File: src/design/timestamped_csv_line_formatter_assert.svh
// Assertion macros, sampled on clk and disabled during rst
`ifndef TIMESTAMPED_CSV_LINE_FORMATTER_ASSERT_SVH
`define TIMESTAMPED_CSV_LINE_FORMATTER_ASSERT_SVH

`ifndef ASSERT_OFF
`define ASSERT_ALWAYS(label, cond, msg) \
  label: assert property (@(posedge clk) disable iff (rst) (cond)) else $error(msg);
`define ASSERT_IMPLY(label, ante, cons, msg) \
  label: assert property (@(posedge clk) disable iff (rst) (ante) |-> (cons)) else $error(msg);
`define ASSERT_NEXT(label, ante, cons, msg) \
  label: assert property (@(posedge clk) disable iff (rst) (ante) |=> (cons)) else $error(msg);
`else
`define ASSERT_ALWAYS(label, cond, msg)
`define ASSERT_IMPLY(label, ante, cons, msg)
`define ASSERT_NEXT(label, ante, cons, msg)
`endif

`endif

File: src/design/tcf_pkg.sv
package tcf_pkg;

  localparam int SAMPLE_BITS  = 12;
  localparam int NUM_CHANNELS = 8;
  localparam int CHAN_W       = $clog2(NUM_CHANNELS);
  // decimal digits needed for 2^SAMPLE_BITS - 1
  localparam int BCD_DIGITS   = (SAMPLE_BITS * 30103) / 100000 + 1;
  localparam int DIGIT_W      = $clog2(BCD_DIGITS);
  localparam int BIT_CNT_W    = $clog2(SAMPLE_BITS + 1);

  localparam logic [7:0] ASCII_ZERO = 8'h30;
  localparam logic [7:0] ASCII_DOT  = 8'h2E;
  localparam logic [7:0] ASCII_SEMI = 8'h3B;
  localparam logic [7:0] ASCII_NL   = 8'h0A;

  localparam logic [3:0] TIME_LAST  = 4'd9;

  typedef struct packed {
    logic [3:0] min1;
    logic [3:0] min0;
    logic [3:0] sec1;
    logic [3:0] sec0;
    logic [3:0] ms2;
    logic [3:0] ms1;
    logic [3:0] ms0;
  } time_t;

  typedef logic [BCD_DIGITS-1:0][3:0] bcd_t;

  typedef enum logic [2:0] {
    ST_IDLE,
    ST_TIME,
    ST_CONV,
    ST_DIGIT,
    ST_SEP
  } state_t;

endpackage

File: src/design/tcf_clock.sv
module tcf_clock import tcf_pkg::*; (
  input  logic  clk,
  input  logic  rst,
  input  logic  tick,
  input  logic  clear,
  output time_t tm
);

  time_t tm_next;

  // BCD counter: mmm wraps at 1000, ss at 60, MM at 100
  always_comb begin
    tm_next = tm;
    if (clear) begin
      tm_next = '0;
    end else if (tick) begin
      if (tm.ms0 != 4'd9) begin
        tm_next.ms0 = tm.ms0 + 4'd1;
      end else begin
        tm_next.ms0 = '0;
        if (tm.ms1 != 4'd9) begin
          tm_next.ms1 = tm.ms1 + 4'd1;
        end else begin
          tm_next.ms1 = '0;
          if (tm.ms2 != 4'd9) begin
            tm_next.ms2 = tm.ms2 + 4'd1;
          end else begin
            tm_next.ms2 = '0;
            if (tm.sec0 != 4'd9) begin
              tm_next.sec0 = tm.sec0 + 4'd1;
            end else begin
              tm_next.sec0 = '0;
              if (tm.sec1 != 4'd5) begin
                tm_next.sec1 = tm.sec1 + 4'd1;
              end else begin
                tm_next.sec1 = '0;
                if (tm.min0 != 4'd9) begin
                  tm_next.min0 = tm.min0 + 4'd1;
                end else begin
                  tm_next.min0 = '0;
                  tm_next.min1 = (tm.min1 == 4'd9) ? 4'd0 : tm.min1 + 4'd1;
                end
              end
            end
          end
        end
      end
    end
  end

  always_ff @(posedge clk) begin
    if (rst) begin
      tm <= '0;
    end else begin
      tm <= tm_next;
    end
  end

endmodule

File: src/design/tcf_dabble.sv
module tcf_dabble import tcf_pkg::*; (
  input  logic                   clk,
  input  logic                   rst,
  input  logic                   start,
  input  logic [SAMPLE_BITS-1:0] din,
  output logic                   done,
  output bcd_t                   digits
);

  logic                   busy;
  logic                   busy_next;
  logic                   done_next;
  logic [BIT_CNT_W-1:0]   cnt;
  logic [BIT_CNT_W-1:0]   cnt_next;
  logic [SAMPLE_BITS-1:0] shreg;
  logic [SAMPLE_BITS-1:0] shreg_next;
  bcd_t                   adj;
  bcd_t                   digits_next;

  // shift-and-add-3, one input bit per cycle, MSB first
  always_comb begin
    for (int i = 0; i < BCD_DIGITS; i++) begin
      adj[i] = (digits[i] >= 4'd5) ? digits[i] + 4'd3 : digits[i];
    end
  end

  always_comb begin
    busy_next   = busy;
    done_next   = 1'b0;
    cnt_next    = cnt;
    shreg_next  = shreg;
    digits_next = digits;
    if (start) begin
      busy_next   = 1'b1;
      cnt_next    = BIT_CNT_W'(SAMPLE_BITS);
      shreg_next  = din;
      digits_next = '0;
    end else if (busy) begin
      // top bit of the top digit never carries for an in-range sample
      digits_next = {adj[BCD_DIGITS-1][2:0], adj[BCD_DIGITS-2:0], shreg[SAMPLE_BITS-1]};
      shreg_next  = {shreg[SAMPLE_BITS-2:0], 1'b0};
      cnt_next    = cnt - BIT_CNT_W'(1);
      if (cnt == BIT_CNT_W'(1)) begin
        busy_next = 1'b0;
        done_next = 1'b1;
      end
    end
  end

  always_ff @(posedge clk) begin
    if (rst) begin
      busy <= 1'b0;
      done <= 1'b0;
      cnt  <= '0;
    end else begin
      busy <= busy_next;
      done <= done_next;
      cnt  <= cnt_next;
    end
  end

  always_ff @(posedge clk) begin
    shreg  <= shreg_next;
    digits <= digits_next;
  end

endmodule

File: src/design/timestamped_csv_line_formatter.sv
// A tick word moves the sequencer to its timestamp state, and each character of a line
// is then offered from the output register. The line length is set by the bit-serial
// binary-to-decimal converter, one sample bit per cycle.
// A clear word zeroes the clock, emitting nothing; a new word is taken once a line is done.
// Synchronous reset: clock to 00.00.000, sequencer idle, output register empty.
module timestamped_csv_line_formatter import tcf_pkg::*; (
  input  logic                   clk,
  input  logic                   rst,
  input  logic                   in_valid,
  output logic                   in_stall,
  input  logic                   action,
  input  logic [SAMPLE_BITS-1:0] sample_ch0,
  input  logic [SAMPLE_BITS-1:0] sample_ch1,
  input  logic [SAMPLE_BITS-1:0] sample_ch2,
  input  logic [SAMPLE_BITS-1:0] sample_ch3,
  input  logic [SAMPLE_BITS-1:0] sample_ch4,
  input  logic [SAMPLE_BITS-1:0] sample_ch5,
  input  logic [SAMPLE_BITS-1:0] sample_ch6,
  input  logic [SAMPLE_BITS-1:0] sample_ch7,
  output logic                   out_valid,
  input  logic                   out_stall,
  output logic [7:0]             char_byte,
  output logic                   line_end
);

  state_t state;
  state_t state_next;

  logic [3:0]             tindex;
  logic [CHAN_W-1:0]      chan;
  logic [DIGIT_W-1:0]     dindex;
  logic                   started;
  logic [SAMPLE_BITS-1:0] bank [NUM_CHANNELS];

  logic       in_take;
  logic       tick;
  logic       clear;
  logic       emit_ok;
  logic       emit;
  logic [7:0] emit_char;
  logic       emit_last;
  logic       dab_start;
  logic       dab_done;
  logic       dig_show;
  logic       chan_last;
  logic [3:0] dig;
  logic [7:0] tchar;
  time_t      tm;
  bcd_t       digits;

  assign in_stall  = (state != ST_IDLE);
  assign in_take   = in_valid && !in_stall;
  assign tick      = in_take && !action;
  assign clear     = in_take && action;
  assign emit_ok   = !out_valid || !out_stall;
  assign chan_last = (chan == CHAN_W'(NUM_CHANNELS - 1));
  assign dig       = digits[dindex];
  assign dig_show  = (dig != 4'd0) || started || (dindex == '0);

  tcf_clock u_clock (
    .clk   (clk),
    .rst   (rst),
    .tick  (tick),
    .clear (clear),
    .tm    (tm)
  );

  tcf_dabble u_dabble (
    .clk    (clk),
    .rst    (rst),
    .start  (dab_start),
    .din    (bank[0]),
    .done   (dab_done),
    .digits (digits)
  );

  // timestamp field MM.SS.mmm;
  always_comb begin
    case (tindex)
      4'd0:    tchar = ASCII_ZERO | {4'h0, tm.min1};
      4'd1:    tchar = ASCII_ZERO | {4'h0, tm.min0};
      4'd2:    tchar = ASCII_DOT;
      4'd3:    tchar = ASCII_ZERO | {4'h0, tm.sec1};
      4'd4:    tchar = ASCII_ZERO | {4'h0, tm.sec0};
      4'd5:    tchar = ASCII_DOT;
      4'd6:    tchar = ASCII_ZERO | {4'h0, tm.ms2};
      4'd7:    tchar = ASCII_ZERO | {4'h0, tm.ms1};
      4'd8:    tchar = ASCII_ZERO | {4'h0, tm.ms0};
      default: tchar = ASCII_SEMI;
    endcase
  end

  always_comb begin
    state_next = state;
    case (state)
      ST_IDLE: begin
        if (tick) state_next = ST_TIME;
      end
      ST_TIME: begin
        if (emit_ok && tindex == TIME_LAST) state_next = ST_CONV;
      end
      ST_CONV: begin
        if (dab_done) state_next = ST_DIGIT;
      end
      ST_DIGIT: begin
        if ((!dig_show || emit_ok) && dindex == '0) state_next = ST_SEP;
      end
      ST_SEP: begin
        if (emit_ok) state_next = chan_last ? ST_IDLE : ST_CONV;
      end
      default: state_next = ST_IDLE;
    endcase
  end

  always_comb begin
    emit      = 1'b0;
    emit_char = ASCII_SEMI;
    emit_last = 1'b0;
    dab_start = 1'b0;
    case (state)
      ST_TIME: begin
        emit      = emit_ok;
        emit_char = tchar;
        dab_start = emit_ok && (tindex == TIME_LAST);
      end
      ST_DIGIT: begin
        emit      = emit_ok && dig_show;
        emit_char = ASCII_ZERO | {4'h0, dig};
      end
      ST_SEP: begin
        emit      = emit_ok;
        emit_char = chan_last ? ASCII_NL : ASCII_SEMI;
        emit_last = chan_last;
        dab_start = emit_ok && !chan_last;
      end
      default: begin
        emit = 1'b0;
      end
    endcase
  end

  always_ff @(posedge clk) begin
    if (rst) begin
      state     <= ST_IDLE;
      out_valid <= 1'b0;
      tindex    <= '0;
      chan      <= '0;
      dindex    <= '0;
      started   <= 1'b0;
    end else begin
      state     <= state_next;
      out_valid <= emit || (out_valid && out_stall);
      if (tick) begin
        tindex <= '0;
        chan   <= '0;
      end else if (state == ST_TIME && emit_ok && tindex != TIME_LAST) begin
        tindex <= tindex + 4'd1;
      end else if (state == ST_SEP && emit_ok && !chan_last) begin
        chan <= chan + CHAN_W'(1);
      end
      if (state == ST_CONV) begin
        dindex  <= DIGIT_W'(BCD_DIGITS - 1);
        started <= 1'b0;
      end else if (state == ST_DIGIT && (!dig_show || emit_ok)) begin
        if (dindex != '0) dindex <= dindex - DIGIT_W'(1);
        if (dig_show) started <= 1'b1;
      end
    end
  end

  // sample bank: channel 0 sits at the converter input, shifted on each start
  always_ff @(posedge clk) begin
    if (tick) begin
      bank[0] <= sample_ch0;
      bank[1] <= sample_ch1;
      bank[2] <= sample_ch2;
      bank[3] <= sample_ch3;
      bank[4] <= sample_ch4;
      bank[5] <= sample_ch5;
      bank[6] <= sample_ch6;
      bank[7] <= sample_ch7;
    end else if (dab_start) begin
      for (int i = 0; i < NUM_CHANNELS - 1; i++) begin
        bank[i] <= bank[i + 1];
      end
    end
  end

  always_ff @(posedge clk) begin
    if (emit) begin
      char_byte <= emit_char;
      line_end  <= emit_last;
    end
  end

`include "timestamped_csv_line_formatter_assert.svh"

  `ASSERT_NEXT(a_tick_starts_line, tick, state == ST_TIME, "tick did not start a line")
  `ASSERT_IMPLY(a_done_in_conv, dab_done, state == ST_CONV, "converter finished out of turn")
  `ASSERT_IMPLY(a_line_end_nl, out_valid && line_end, char_byte == ASCII_NL, "bad line end")
  `ASSERT_ALWAYS(a_clock_bcd, tm.ms0 <= 4'd9 && tm.sec1 <= 4'd5 && tm.min1 <= 4'd9, "bad BCD")

endmodule
File: config.mk
export PLATFORM = sky130hd
export DESIGN_NAME = timestamped_csv_line_formatter
export DESIGN_NICKNAME = d
export VERILOG_FILES = /design/src/design/tcf_pkg.sv /design/src/design/tcf_clock.sv /design/src/design/tcf_dabble.sv /design/src/design/timestamped_csv_line_formatter.sv
export VERILOG_INCLUDE_DIRS = /design/src /design/src/design
export SDC_FILE = /design/constraint.sdc
export NUM_CORES = 1
export LEC_CHECK = 0
export BUFFER_PORTS_ARGS = -buffer_cell sky130_fd_sc_hd__clkbuf_2
export CAP_MARGIN = 20
export CORE_MARGIN = 3
export CORE_UTILIZATION = 45
export CTS_CLUSTER_DIAMETER = 120
export DETAILED_ROUTE_END_ITERATION = 8
export SYNTH_ARGS = -nofsm -noshare
export SYNTH_HDL_FRONTEND = slang
export SYNTH_SLANG_ARGS = --single-unit
File: constraint.sdc
create_clock -name clk -period 4.4 [get_ports clk]
set_input_delay 0.44 -clock clk [delete_from_list [all_inputs] [get_ports clk]]
set_output_delay 0.44 -clock clk [all_outputs]
set_load 0.02 [all_outputs]
==> metrics.txt <==
status=finished clean; Post-DRT Antenna Nets=0; xor/xnor cell area share of the yosys netlist=2.78%; Resized Gates After CTS=0; multiplexer area fraction after synthesis=15.6%; I/O pin total=112; # diodes=0; VDD IR max=between 0.2 and 0.3 mV; clk buf depth=2; Fin Setup TNS=0 ns; f_max=345 MHz; cts bufs inserted=17; Area Overhead vs Synth=15.8%; Post-DP HPWL=between 10000 and 15000 µm; Setup WS post-layout=1.50 ns; Post-Syn Instances=700; dominant combinational cell family by area after synthesis=multiplexers; initial antenna violation count=0; Comb pwr share=~6.1%; internal power=approximately 2.9 mW; max-cap violations=0; clk sinks=roughly 180; compound-gate portion of the synthesized area=7.47%; Die Height=~140 µm; Max-slew headroom=48.2%; cts hold-fix bufs=0; area occupied by multi-input gates=0.00350 mm²; period utilization=65.9%; worst-skew pair later-pin latency=between 0.4 and 0.5 ns; clk root buf=clkbuf_16; PD cells=about 370 mW/mm²; total power=3.68 mW; Post-synth ARST share=0%; register area share after synthesis=a little under three fifths; drt pass-1 iters=5; via count=5628; area of the die=0.0206 mm²; site row count=49; clk_skew=0.00982 ns; Mapped Area=0.00851 mm²; Critical Path RT=4.46 ns; Final Wtd Congestion=approximately 0.88; FF+latch area=between 0.004 and 0.005 mm²; first-pass GRT wire length=between 20000 and 30000 µm; HP Class=input port to flop; Worst Tran Pin Value=0.777 ns; clock power share=43.0%; final setup fails=0; Synth Register Bits=179; Synth Area in Adders=2.50%; Switching Fraction=22.2%; Worst Setup End Kind=flop; total global-route track usage=16.6%; total gr overflow=0; most common cell after layout, fill and taps aside=edfxtp_1; sw power=818 µW; Reg clk slew, reported paths=0.07 ns; largest net degree at the start of global routing=85; wire per inst=16.7 µm; CTS tree=done; pre-CTS setup slack=1.47 ns; Post-Syn Area per Cell=12.2 µm²; RSZ-0062 raised after global routing=no; layout cells sized above 1=roughly a third; Synth Warn #=0; Yosys cell types=64; Fill cells=1560; Setup CP Type=flop to flop; Routed WL=~17000 µm; CP arrival=2.96 ns; Period minus WS final=2.90 ns; IO Port Bufs=109; Leak Pwr=3.54 nW; number of synthesized flops with an enable pin=115; H-Tree Depth=4; Critical Path Start Type=flop; Die Wd=144 µm; Synth Area in Simple Gates=about an eighth; detailed-route DRC error count=0; Hold Vio Cnt, Final=0; vias in the first global route=5422; fin. max-slew vios=0; Synth Flop Type=edfxtp_1; commonest non-fill, non-tap cells in the layout=115 x edfxtp_1, 109 x clkbuf_2, 96 x mux2_2; core area=0.0183 mm²; drt first-iter violations=roughly 330; vias per cell=5.44; Final nets=911; power share of the sequential group=51.0%; crit-path max FO=46; initial core utilization=46.6%; Setup Fix Bufs, Post-CTS=0
==> logic make-up (layout without fill, tap and decap cells) <==
group | count (synthesis) | count (layout)
other | 1 | 2
XOR/XNOR | 27 | 27
flip-flops | 179 | 179
buffers and inverters | 67 | 172
AO/OA/AOI/OAI | 100 | 100
multiplexers | 118 | 118
AND/OR/NAND/NOR | 191 | 191
adder cells (fa/ha/maj) | 17 | 17
==> Yosys cell counts (6+ instances only) <==
cell,count,area [µm²]
dfxtp_1,64,1280
nand3_1,16,80.1
mux2i_1,20,200
mux2_2,96,1080
ha_1,17,213
a21oi_1,33,165
xnor2_1,19,166
a222oi_1,6,60.1
clkbuf_1,18,67.6
nand2b_1,15,93.8
o21ai_0,23,115
nor2_1,51,191
buf_2,15,75.1
xor2_1,8,70.1
nor3b_1,7,52.6
nor2b_1,12,75.1
inv_1,26,97.6
edfxtp_1,115,3450
nor3_1,15,75.1
nor4_1,6,37.5
or3_1,6,37.5
nand2_1,28,105
==> layer usage <==
| metal | GRT usage [%] | vias up | wire (µm) |
|---|---|---|---|
| met5 | 0 | - | 0 |
| met4 | 4.61 | 0 | 191 |
| met3 | 4.33 | 15 | 923 |
| met2 | 27.7 | 140 | 8810 |
| met1 | 21.6 | 2702 | 7400 |
| li1 | - | 2771 | - |
==> metrics by stage <==
step | instances | utilization [%] | hold WS (ns) | cell area [µm²]
2_1_floorplan | 701 | - | 0.444 | 8510
3_5_place_dp | 1001 | 50.3 | 0.475 | 9190
6_report | 1035 | 53.9 | 0.189 | 9850
5_1_grt | 1035 | 53.9 | 0.174 | 9850
4_1_cts | 1033 | 53.7 | 0.170 | 9810
3_3_place_gp | 1001 | 50.3 | 0.464 | 9190
==> critical path, stage by stage (launching register included) <==
cell and delay [ns]:
dfxtp_1 0.43, ha_1 0.36, nand3b_1 0.19, nor2_1 0.14
nor2_1 0.07, or3_4 0.50, buf_4 0.35, nand2b_1 0.48
==> worst paths after layout <==
kind         slack, ns                   to  depth (start not counted)           startpoint
max               1.50   u_dabble.shreg[11]                          7            tindex[0]
min               0.19          bank[1][45]                          1        sample_ch7[9]
max reg2reg       1.50   u_dabble.shreg[11]                          7            tindex[0]
min reg2reg       0.48  u_dabble.digits[15]                          2  u_dabble.digits[15]
==> power groups by stage <==
stage               clock, mW  sequential [mW]  combinational, mW
global route             1.69             1.88              0.247
floorplan                   0             1.92              0.133
global placement            0             1.91              0.213
detailed placement          0             1.92              0.219
CTS                      1.62             1.88              0.221
finish                   1.58             1.88              0.224
==> sequential cells by signal (all words and copies together) (netlist names), 4 cells and up <==
name / flops
bank: 96
u_clock.tm: 28
u_dabble.digits: 16
u_dabble.shreg: 12
char_byte: 6
tindex: 4
u_dabble.cnt: 4
==> layout make-up <==
type / count / area share, %
flip-flops and latches: 179 / 48.1
multi-input cells: 455 / 35.6
repair buffers: 114 / 6.18
clock buffers: 17 / 4.32
well taps: 229 / 2.91
clock inverters: 15 / 1.97
inverters: 26 / 0.991
Note: power is estimated with default switching activity, not from simulation.
